$ cat src/uart_rm_pkg.sv
package uart_rm_pkg;

  typedef struct packed {
    logic [1:0] operation;
    logic [2:0] reg_index;
    logic [7:0] write_data;
    logic [7:0] rx_byte;
  } in_t;

  typedef struct packed {
    logic [7:0] read_data;
    logic       tx_valid;
    logic [7:0] tx_byte;
    logic       rx_dropped;
    logic [2:0] interrupt_id;
  } out_t;

  // classified item passed from the front to the back
  typedef struct packed {
    logic [1:0] op;
    logic [2:0] idx;
    logic [7:0] data;
    logic       ro;
  } cmd_t;

  localparam logic [1:0] OP_WRITE = 2'd0;
  localparam logic [1:0] OP_READ  = 2'd1;
  localparam logic [1:0] OP_RX    = 2'd2;
  localparam logic [1:0] OP_TX    = 2'd3;

  localparam logic [2:0] REG_DATA = 3'd0;
  localparam logic [2:0] REG_IER  = 3'd1;
  localparam logic [2:0] REG_IIR  = 3'd2;
  localparam logic [2:0] REG_LCR  = 3'd3;
  localparam logic [2:0] REG_LSR  = 3'd5;
  localparam logic [2:0] REG_MSR  = 3'd6;

  localparam logic [7:0] LCR_DLAB   = 8'h80;
  localparam logic [7:0] LSR_DR     = 8'h01;
  localparam logic [7:0] LSR_OE     = 8'h02;
  localparam logic [7:0] LSR_RD_CLR = 8'h0E;
  localparam logic [7:0] LSR_ERR    = 8'h1E;
  localparam logic [7:0] LSR_THRE   = 8'h20;
  localparam logic [7:0] LSR_TX_EMP = 8'h60;
  localparam logic [7:0] MSR_THRE   = 8'h10;

  localparam logic [2:0] IIR_LINE = 3'd6;
  localparam logic [2:0] IIR_RDA  = 3'd4;
  localparam logic [2:0] IIR_THRE = 3'd2;
  localparam logic [2:0] IIR_NONE = 3'd1;

endpackage

$ cat src/uart_rm_front.sv
module uart_rm_front (
  input  logic                clk,
  input  logic                rst_n,
  input  logic                in_valid,
  output logic                in_ready,
  input  uart_rm_pkg::in_t    in_data,
  output logic                push_valid,
  input  logic                push_ready,
  output uart_rm_pkg::cmd_t   push_cmd
);

  logic              hold_valid_r;
  uart_rm_pkg::cmd_t hold_r;
  uart_rm_pkg::cmd_t cls;

  always_comb begin
    cls.op   = in_data.operation;
    cls.idx  = in_data.reg_index;
    cls.data = (in_data.operation == uart_rm_pkg::OP_RX) ? in_data.rx_byte
                                                         : in_data.write_data;
    // writes to iir, lsr and msr have no effect
    cls.ro   = (in_data.operation == uart_rm_pkg::OP_WRITE) &&
               (in_data.reg_index inside {uart_rm_pkg::REG_IIR, uart_rm_pkg::REG_LSR,
                                          uart_rm_pkg::REG_MSR});
  end

  assign in_ready   = !hold_valid_r || push_ready;
  assign push_valid = hold_valid_r;
  assign push_cmd   = hold_r;

  always_ff @(posedge clk) begin
    if (!rst_n) begin
      hold_valid_r <= 1'b0;
    end else if (in_ready) begin
      hold_valid_r <= in_valid;
    end
  end

  always_ff @(posedge clk) begin
    if (in_valid && in_ready) begin
      hold_r <= cls;
    end
  end

endmodule

$ cat src/uart_rm_queue.sv
module uart_rm_queue (
  input  logic                clk,
  input  logic                rst_n,
  input  logic                push_valid,
  output logic                push_ready,
  input  uart_rm_pkg::cmd_t   push_cmd,
  output logic                q_valid,
  input  logic                q_ready,
  output uart_rm_pkg::cmd_t   q_cmd
);

  uart_rm_pkg::cmd_t ent_r [2];
  logic              wr_ptr_r;
  logic              rd_ptr_r;
  logic [1:0]        count_r;
  logic              push;
  logic              pop;

  assign push_ready = (count_r != 2'd2);
  assign q_valid    = (count_r != 2'd0);
  assign q_cmd      = ent_r[rd_ptr_r];
  assign push       = push_valid && push_ready;
  assign pop        = q_valid && q_ready;

  always_ff @(posedge clk) begin
    if (!rst_n) begin
      wr_ptr_r <= 1'b0;
      rd_ptr_r <= 1'b0;
      count_r  <= 2'd0;
    end else begin
      if (push) wr_ptr_r <= ~wr_ptr_r;
      if (pop) rd_ptr_r <= ~rd_ptr_r;
      if (push && !pop) begin
        count_r <= count_r + 2'd1;
      end else if (pop && !push) begin
        count_r <= count_r - 2'd1;
      end
    end
  end

  always_ff @(posedge clk) begin
    if (push) begin
      ent_r[wr_ptr_r] <= push_cmd;
    end
  end

endmodule

$ cat src/uart_rm_back.sv
module uart_rm_back #(
  parameter int FIFO_DEPTH = 256
) (
  input  logic                clk,
  input  logic                rst_n,
  input  logic                q_valid,
  output logic                q_ready,
  input  uart_rm_pkg::cmd_t   q_cmd,
  output logic                out_valid,
  input  logic                out_ready,
  output uart_rm_pkg::out_t   out_data
);

  localparam int PW = $clog2(FIFO_DEPTH);
  localparam logic [PW-1:0] LAST = PW'(FIFO_DEPTH - 1);

  localparam logic S_IDLE = 1'b0;
  localparam logic S_EXEC = 1'b1;

  function automatic logic [PW-1:0] ring_next(input logic [PW-1:0] p);
    return (p == LAST) ? '0 : p + PW'(1);
  endfunction

  logic              st_r, st_nxt;
  uart_rm_pkg::cmd_t cmd_r;
  logic [7:0]        rf_r [8];
  logic [7:0]        rf_nxt [8];
  logic [7:0]        div_r [2];
  logic [7:0]        div_nxt [2];
  logic [PW-1:0]     tx_head_r, tx_head_nxt, tx_tail_r, tx_tail_nxt;
  logic [PW-1:0]     rx_head_r, rx_head_nxt, rx_tail_r, rx_tail_nxt;
  logic [7:0]        tx_mem [FIFO_DEPTH];
  logic [7:0]        rx_mem [FIFO_DEPTH];
  logic [7:0]        tx_rd_r, rx_rd_r;
  logic              tx_we, rx_we;
  logic              out_valid_r;
  uart_rm_pkg::out_t out_r, res;
  logic              pop;

  // take an item only when the result register is free by the time it executes
  assign q_ready   = (st_r == S_IDLE) && (!out_valid_r || out_ready);
  assign pop       = q_valid && q_ready;
  assign out_valid = out_valid_r;
  assign out_data  = out_r;

  always_comb begin
    logic          latch;
    logic [PW-1:0] tx_hn, tx_hnn, tx_tn, rx_hn, rx_tn;
    logic [7:0]    lsr;
    logic [7:0]    msr;
    logic [2:0]    iir;
    rf_nxt      = rf_r;
    div_nxt     = div_r;
    tx_head_nxt = tx_head_r;
    tx_tail_nxt = tx_tail_r;
    rx_head_nxt = rx_head_r;
    rx_tail_nxt = rx_tail_r;
    tx_we       = 1'b0;
    rx_we       = 1'b0;
    res         = '0;
    st_nxt      = st_r;
    latch       = (rf_r[uart_rm_pkg::REG_LCR] & uart_rm_pkg::LCR_DLAB) != 8'h00;
    tx_hn       = ring_next(tx_head_r);
    tx_hnn      = ring_next(tx_hn);
    tx_tn       = ring_next(tx_tail_r);
    rx_hn       = ring_next(rx_head_r);
    rx_tn       = ring_next(rx_tail_r);
    lsr         = rf_r[uart_rm_pkg::REG_LSR];
    msr         = 8'h00;
    iir         = uart_rm_pkg::IIR_NONE;

    if (st_r == S_IDLE) begin
      if (pop) st_nxt = S_EXEC;
    end else begin
      st_nxt = S_IDLE;
      case (cmd_r.op)
        uart_rm_pkg::OP_WRITE: begin
          if (cmd_r.ro) begin
            lsr = lsr;
          end else if (cmd_r.idx[2:1] == 2'b00 && latch) begin
            div_nxt[cmd_r.idx[0]] = cmd_r.data;
          end else if (cmd_r.idx != uart_rm_pkg::REG_DATA) begin
            rf_nxt[cmd_r.idx] = cmd_r.data;
          end else begin
            lsr = lsr & ~uart_rm_pkg::LSR_TX_EMP;
            if (tx_hn == tx_tail_r) begin
              lsr = lsr | uart_rm_pkg::LSR_OE;
            end else begin
              tx_we       = 1'b1;
              tx_head_nxt = tx_hn;
              if (tx_hnn != tx_tail_r) lsr = lsr | uart_rm_pkg::LSR_TX_EMP;
            end
          end
        end
        uart_rm_pkg::OP_READ: begin
          res.read_data = rf_r[cmd_r.idx];
          if (cmd_r.idx[2:1] == 2'b00) begin
            if (latch) begin
              res.read_data = div_r[cmd_r.idx[0]];
            end else if (cmd_r.idx == uart_rm_pkg::REG_DATA) begin
              lsr = lsr & ~uart_rm_pkg::LSR_DR;
              if (rx_head_r != rx_tail_r) begin
                rf_nxt[uart_rm_pkg::REG_DATA] = rx_rd_r;
                res.read_data = rx_rd_r;
                rx_tail_nxt   = rx_tn;
                if (rx_head_r != rx_tn) lsr = lsr | uart_rm_pkg::LSR_DR;
              end
            end
          end else if (cmd_r.idx == uart_rm_pkg::REG_LSR) begin
            lsr = lsr & ~uart_rm_pkg::LSR_RD_CLR;
          end
        end
        uart_rm_pkg::OP_RX: begin
          if (rx_hn == rx_tail_r) begin
            res.rx_dropped = 1'b1;
            if (rx_head_r != rx_tail_r) lsr = lsr | uart_rm_pkg::LSR_DR;
          end else begin
            rx_we       = 1'b1;
            rx_head_nxt = rx_hn;
            if (rx_hn != rx_tail_r) lsr = lsr | uart_rm_pkg::LSR_DR;
          end
        end
        uart_rm_pkg::OP_TX: begin
          if (tx_head_r != tx_tail_r) begin
            res.tx_valid = 1'b1;
            res.tx_byte  = tx_rd_r;
            tx_tail_nxt  = tx_tn;
          end
          if (tx_hn != tx_tail_nxt) lsr = lsr | uart_rm_pkg::LSR_TX_EMP;
          if (rx_head_r != rx_tail_r) lsr = lsr | uart_rm_pkg::LSR_DR;
        end
        default: begin
          lsr = lsr;
        end
      endcase

      // interrupt identification follows the updated line status
      msr = rf_nxt[uart_rm_pkg::REG_MSR] & ~uart_rm_pkg::MSR_THRE;
      if ((lsr & uart_rm_pkg::LSR_THRE) != 8'h00) msr = msr | uart_rm_pkg::MSR_THRE;
      if ((lsr & uart_rm_pkg::LSR_ERR) != 8'h00) begin
        iir = uart_rm_pkg::IIR_LINE;
      end else if ((lsr & uart_rm_pkg::LSR_DR) != 8'h00) begin
        iir = uart_rm_pkg::IIR_RDA;
      end else if ((lsr & uart_rm_pkg::LSR_THRE) != 8'h00) begin
        iir = uart_rm_pkg::IIR_THRE;
      end else begin
        iir = uart_rm_pkg::IIR_NONE;
      end
      rf_nxt[uart_rm_pkg::REG_LSR] = lsr;
      rf_nxt[uart_rm_pkg::REG_MSR] = msr;
      rf_nxt[uart_rm_pkg::REG_IIR] = {5'b00000, iir};
      res.interrupt_id = iir;
    end
  end

  always_ff @(posedge clk) begin
    if (!rst_n) begin
      st_r        <= S_IDLE;
      out_valid_r <= 1'b0;
      tx_head_r   <= '0;
      tx_tail_r   <= '0;
      rx_head_r   <= '0;
      rx_tail_r   <= '0;
      rf_r        <= '{default: 8'h00};
      div_r       <= '{default: 8'h00};
    end else begin
      st_r      <= st_nxt;
      tx_head_r <= tx_head_nxt;
      tx_tail_r <= tx_tail_nxt;
      rx_head_r <= rx_head_nxt;
      rx_tail_r <= rx_tail_nxt;
      rf_r      <= rf_nxt;
      div_r     <= div_nxt;
      if (st_r == S_EXEC) begin
        out_valid_r <= 1'b1;
      end else if (out_ready) begin
        out_valid_r <= 1'b0;
      end
    end
  end

  always_ff @(posedge clk) begin
    if (pop) cmd_r <= q_cmd;
    if (st_r == S_EXEC) out_r <= res;
  end

  // fifo memories: read the tail as the item is taken, write the head on execute
  always_ff @(posedge clk) begin
    if (tx_we) tx_mem[tx_head_r] <= cmd_r.data;
    if (pop) tx_rd_r <= tx_mem[tx_tail_r];
  end

  always_ff @(posedge clk) begin
    if (rx_we) rx_mem[rx_head_r] <= cmd_r.data;
    if (pop) rx_rd_r <= rx_mem[rx_tail_r];
  end

endmodule

$ cat src/uart_register_model_with_fifos.sv
// channel | direction | handshake           | payload
// in_     | input     | in_valid / in_ready   | uart_rm_pkg::in_t
// out_    | output    | out_valid / out_ready | uart_rm_pkg::out_t
//
// the back end reads both fifo memories at their tails as it takes an item,
// then updates registers, pointers and the result register, taking no other
// item meanwhile. out_valid is set after front register, queue and execute state.
// rst_n is synchronous; the fifo memories are not cleared.
// while a result waits, the queue and the front register take up to three more
// items before in_ready drops.
module uart_register_model_with_fifos #(
  parameter int FIFO_DEPTH = 256
) (
  input  logic              clk,
  input  logic              rst_n,
  input  logic              in_valid,
  output logic              in_ready,
  input  uart_rm_pkg::in_t  in_data,
  output logic              out_valid,
  input  logic              out_ready,
  output uart_rm_pkg::out_t out_data
);

  logic              push_valid;
  logic              push_ready;
  uart_rm_pkg::cmd_t push_cmd;
  logic              q_valid;
  logic              q_ready;
  uart_rm_pkg::cmd_t q_cmd;

  uart_rm_front u_front (
    .clk        (clk),
    .rst_n      (rst_n),
    .in_valid   (in_valid),
    .in_ready   (in_ready),
    .in_data    (in_data),
    .push_valid (push_valid),
    .push_ready (push_ready),
    .push_cmd   (push_cmd)
  );

  uart_rm_queue u_queue (
    .clk        (clk),
    .rst_n      (rst_n),
    .push_valid (push_valid),
    .push_ready (push_ready),
    .push_cmd   (push_cmd),
    .q_valid    (q_valid),
    .q_ready    (q_ready),
    .q_cmd      (q_cmd)
  );

  uart_rm_back #(
    .FIFO_DEPTH (FIFO_DEPTH)
  ) u_back (
    .clk       (clk),
    .rst_n     (rst_n),
    .q_valid   (q_valid),
    .q_ready   (q_ready),
    .q_cmd     (q_cmd),
    .out_valid (out_valid),
    .out_ready (out_ready),
    .out_data  (out_data)
  );

endmodule
$ cat config.mk
export PLATFORM = sky130hd
export DESIGN_NAME = uart_register_model_with_fifos
export DESIGN_NICKNAME = d
export VERILOG_FILES = /design/src/uart_rm_pkg.sv /design/src/uart_rm_front.sv /design/src/uart_rm_queue.sv /design/src/uart_rm_back.sv /design/src/uart_register_model_with_fifos.sv
export SDC_FILE = /design/constraint.sdc
export NUM_CORES = 2
export LEC_CHECK = 0
export ABC_AREA = 1
export BUFFER_PORTS_ARGS = -buffer_cell sky130_fd_sc_hd__buf_2
export CORE_MARGIN = 3
export CORE_UTILIZATION = 30
export CTS_BUF_LIST = sky130_fd_sc_hd__clkbuf_16
export CTS_CLUSTER_SIZE = 20
export DETAILED_ROUTE_END_ITERATION = 10
export PLACE_DENSITY = 0.4
export REMOVE_ABC_BUFFERS = 1
export SLEW_MARGIN = 20
export SYNTH_ARGS = -nofsm -noshare
export SYNTH_HDL_FRONTEND = slang
export SYNTH_MEMORY_MAX_BITS = 65536
export SYNTH_SLANG_ARGS = --single-unit
$ cat constraint.sdc
create_clock -name clk -period 8.65 [get_ports clk]
set_input_delay 0.865 -clock clk [delete_from_list [all_inputs] [get_ports clk]]
set_output_delay 0.865 -clock clk [all_outputs]
set_load 0.005 [all_outputs]
==> reports/metrics.cfg <==
[grt]
grt-ovfl-total=0
grt_pass1_wl_um=814300
antenna_found_initial=40
grt_max_degree=257
grt_use_total=0.1907
grt_pass1_vias=109474

[floorplanning]
initial_core_util=0.3018
core_area_sq_um=566700
die_area_sq_um=579300
chipHeight_um=761.1
row_count=276
die_x_um=761.1
io_pins=48

[clock_tree]
post_cts_buffers=0
cts_buffer_depth=4
clock-sinks=4300
cts_made_buffers=460
htree_levels=5
clockRootBuffer=clkbuf_16
clkLatencyLatePin_ps=1050
tritoncts=done
clkTransAtPathRegs_ps=60

[synthesis]
synth_top_area_cell=edfxtp_1
synth_top_area_frac=0.7354
ys_ff_latch=4300
synthArstFlopShare=0
synth_cells=13227
synth_edf_count=4189
ys_warn_count=0
ys_seq_area_frac=0.7484
yosysUniqueCellTypes=45
ys.flop_type=edfxtp_1
syn_area_sq_um=171000
synthTopCellsByArea=edfxtp_1 74%, o21ai_0 6.8%, nor2_1 6.3%
syn_avg_cell_area_sq_um=12.93

[setup_path]
cp.depth=15
path_delay_family=simple AND/OR/NAND/NOR gates
crit_arrival_ps=6430
startpoint_type=register
worst_path_max_delay_cell=nand2_1
r2r_cells=15
crit_required_ps=9320
end_kind=register
critPathMaxFanout=17
crit_path_max_incr_delay_ps=820
critical_path.cell_chain=nand2_1 > inv_2 > nand2_1 > nor2_2 > inv_1 > nand2_1 > nand3_1 > nand3_1 > xor2_1 > nand3_1 > nand3_1 > buf_4 > nor2_1 > nand2_1 > nor2_1
critPathBufInv=3
worstSetupPathType=register to register

[sta]
hold_viol=0
post-route-period-util=0.6663
setup_ws_ps=2886
rsz0062_at_grt=no
worstMarginPinSlew_ps=1280
whs_ps=124.5
min_period_ps=5764
maxSlewViolCount=0
max_freq_mhz=173.5
setup_viol=0
setup_tns_ps=0
fin_worst_skew_ps=55.81
slew_headroom=0.1377

[routing]
wire_per_inst_um=27.66
final_antenna_net_count=0
met2_length_um=261900
drcViolationCount=0
vias_per_cell=5.364
drt_first_pass_iters=8
routed.top_layer=met4
vias=111731
m1WireLength_um=264100
wirelength_um=576200
wl_met3_um=37530
first_iter_violations=12022

[place]
dp.final_hpwl_um=330600
io_buffers=47
dpl-instance-area_sq_um=178800
place_congestion=0.8455
dp_slack_ps=2887

[worst_hold_path]
hold_class=input pin to register
hold_depth=3

[layout]
drive_above_1_share=0.07554
area_growth_pct=13.33
final_area_sq_um=193900
final_net_count=12957
fillers=55168

[power]
power.total_mw=54.59
peakVddDrop_mv=0.2549
powerDensity_nw_per_um2=281.6
leakage_nw=60.49

[outcome]
status=finished, final reports clean

[run]
cap_viol_max_count=0

flip-flops by register name (all words and copies together), names as in the netlist:
name,flops
u_back.tx_mem,2048
u_back.rx_head_r,8
u_back.tx_tail_r,8
u_front.push_valid,1
u_queue.count_r,2
u_back.st_r,1
u_queue.wr_ptr_r,1
u_queue.ent_r,28
u_back.tx_head_r,8
u_back.tx_rd_r,8
u_back.rx_rd_r,8
u_front.push_cmd,14
u_back.out_data,21
u_back.rf_r,56
u_back.rx_tail_r,8
u_back.cmd_r,14
u_queue.rd_ptr_r,1
u_back.rx_mem,2048
u_back.div_r,16
u_back.out_valid,1
per-layer routing:
| layer | vias to the layer above | track usage |
|---|---|---|
| met5 | - | 0 |
| li1 | 49100 | - |
| met1 | 57659 | 0.2803 |
| met4 | 0 | 0.04302 |
| met2 | 4240 | 0.2998 |
| met3 | 732 | 0.02591 |
power breakdown:
part | leakage, nW | switching (mW) | internal (mW)
registers | 38.6 | 0.341 | 26.1
clock network | 7.58 | 8.41 | 11.1
logic | 14.3 | 7.37 | 1.21
repair_timing:
action                                 in CTS  in global routing
endpoints found under the hold margin       5                  0
resized for setup                           0                  0
hold buffers                                5                  0
layout make-up:
| cell class | instances | area (sq um) | area share |
|---|---|---|---|
| clock inverters | 395 | 3254 | 0.01679 |
| flip-flops and latches | 4300 | 128100 | 0.6606 |
| inverters | 176 | 715.7 | 0.003692 |
| diodes | 5 | 12.51 | 0.00006454 |
| clock buffers | 465 | 11640 | 0.06003 |
| repair buffers | 237 | 2101 | 0.01084 |
| multi-input cells | 7745 | 38690 | 0.1996 |
| well taps | 7506 | 9392 | 0.04845 |
Yosys cell counts, types with 5 or more instances:
master,count
o22ai_1,657
a31oi_1,8
buf_2,78
o211ai_1,325
nor3_1,18
buf_1,27
inv_2,6
clkbuf_1,896
ha_1,12
inv_1,162
edfxtp_1,4189
mux2i_1,25
clkinv_1,8
nand3_2,6
a211oi_1,9
nand4_1,16
a21oi_1,140
xor2_1,12
mux2_2,8
nor2_1,2879
nand3_1,424
nand2_2,14
nand2_1,388
o221ai_1,426
o31ai_1,5
dfxtp_1,111
xnor2_1,12
o21ai_0,2331
path summary, 6_finish.rpt:
kind                  startpoint              endpoint  slack, ps
max          u_back.rx_head_r[3]  u_back.rx_mem[27][2]       2890
min                     in_valid    u_front.push_valid        120
max reg2reg  u_back.rx_head_r[3]  u_back.rx_mem[27][2]       2890
min reg2reg  u_front.push_cmd[2]   u_queue.ent_r[1][2]        450
cells by family after synthesis:
kind of cell               after synthesis  synth area share
AOI/OAI and AO/OA                     3916            0.1341
and+or+nand+nor                       3760           0.08681
muxes                                   33          0.001990
adders and majority gates               12         0.0008778
DFF                                   4300            0.7484
buffers and inverters                 1182           0.02660
xor gates and xnor gates                24          0.001229
per-stage QoR:
| step | cells | util |
|---|---|---|
| after floorplan | 12221 | - |
| after global placement | 19958 | 0.3156 |
| after detailed placement | 19958 | 0.3156 |
| after CTS | 20823 | 0.3419 |
| after global routing | 20825 | 0.3421 |
| final | 20829 | 0.3421 |
cells in the final DEF (no fill, tap or decap), types with 109 or more instances in the layout:
cell type / n
nand3_1: 416
clkbuf_16: 465
a21oi_1: 140
nor2_1: 2871
buf_4: 148
o21ai_0: 2330
o211ai_1: 325
clkinv_1: 116
clkinv_2: 109
o221ai_1: 426
edfxtp_1: 4189
nand2_1: 379
inv_1: 227
o22ai_1: 657
tightest hold or removal path: cells and delay by family:
family | cells | cell delay (ps)
AO/OA/AOI/OAI | 1 | 60
AND/OR/NAND/NOR | 1 | 70
buffers and inverters | 1 | 100
Power figures use the tool's default switching activity.
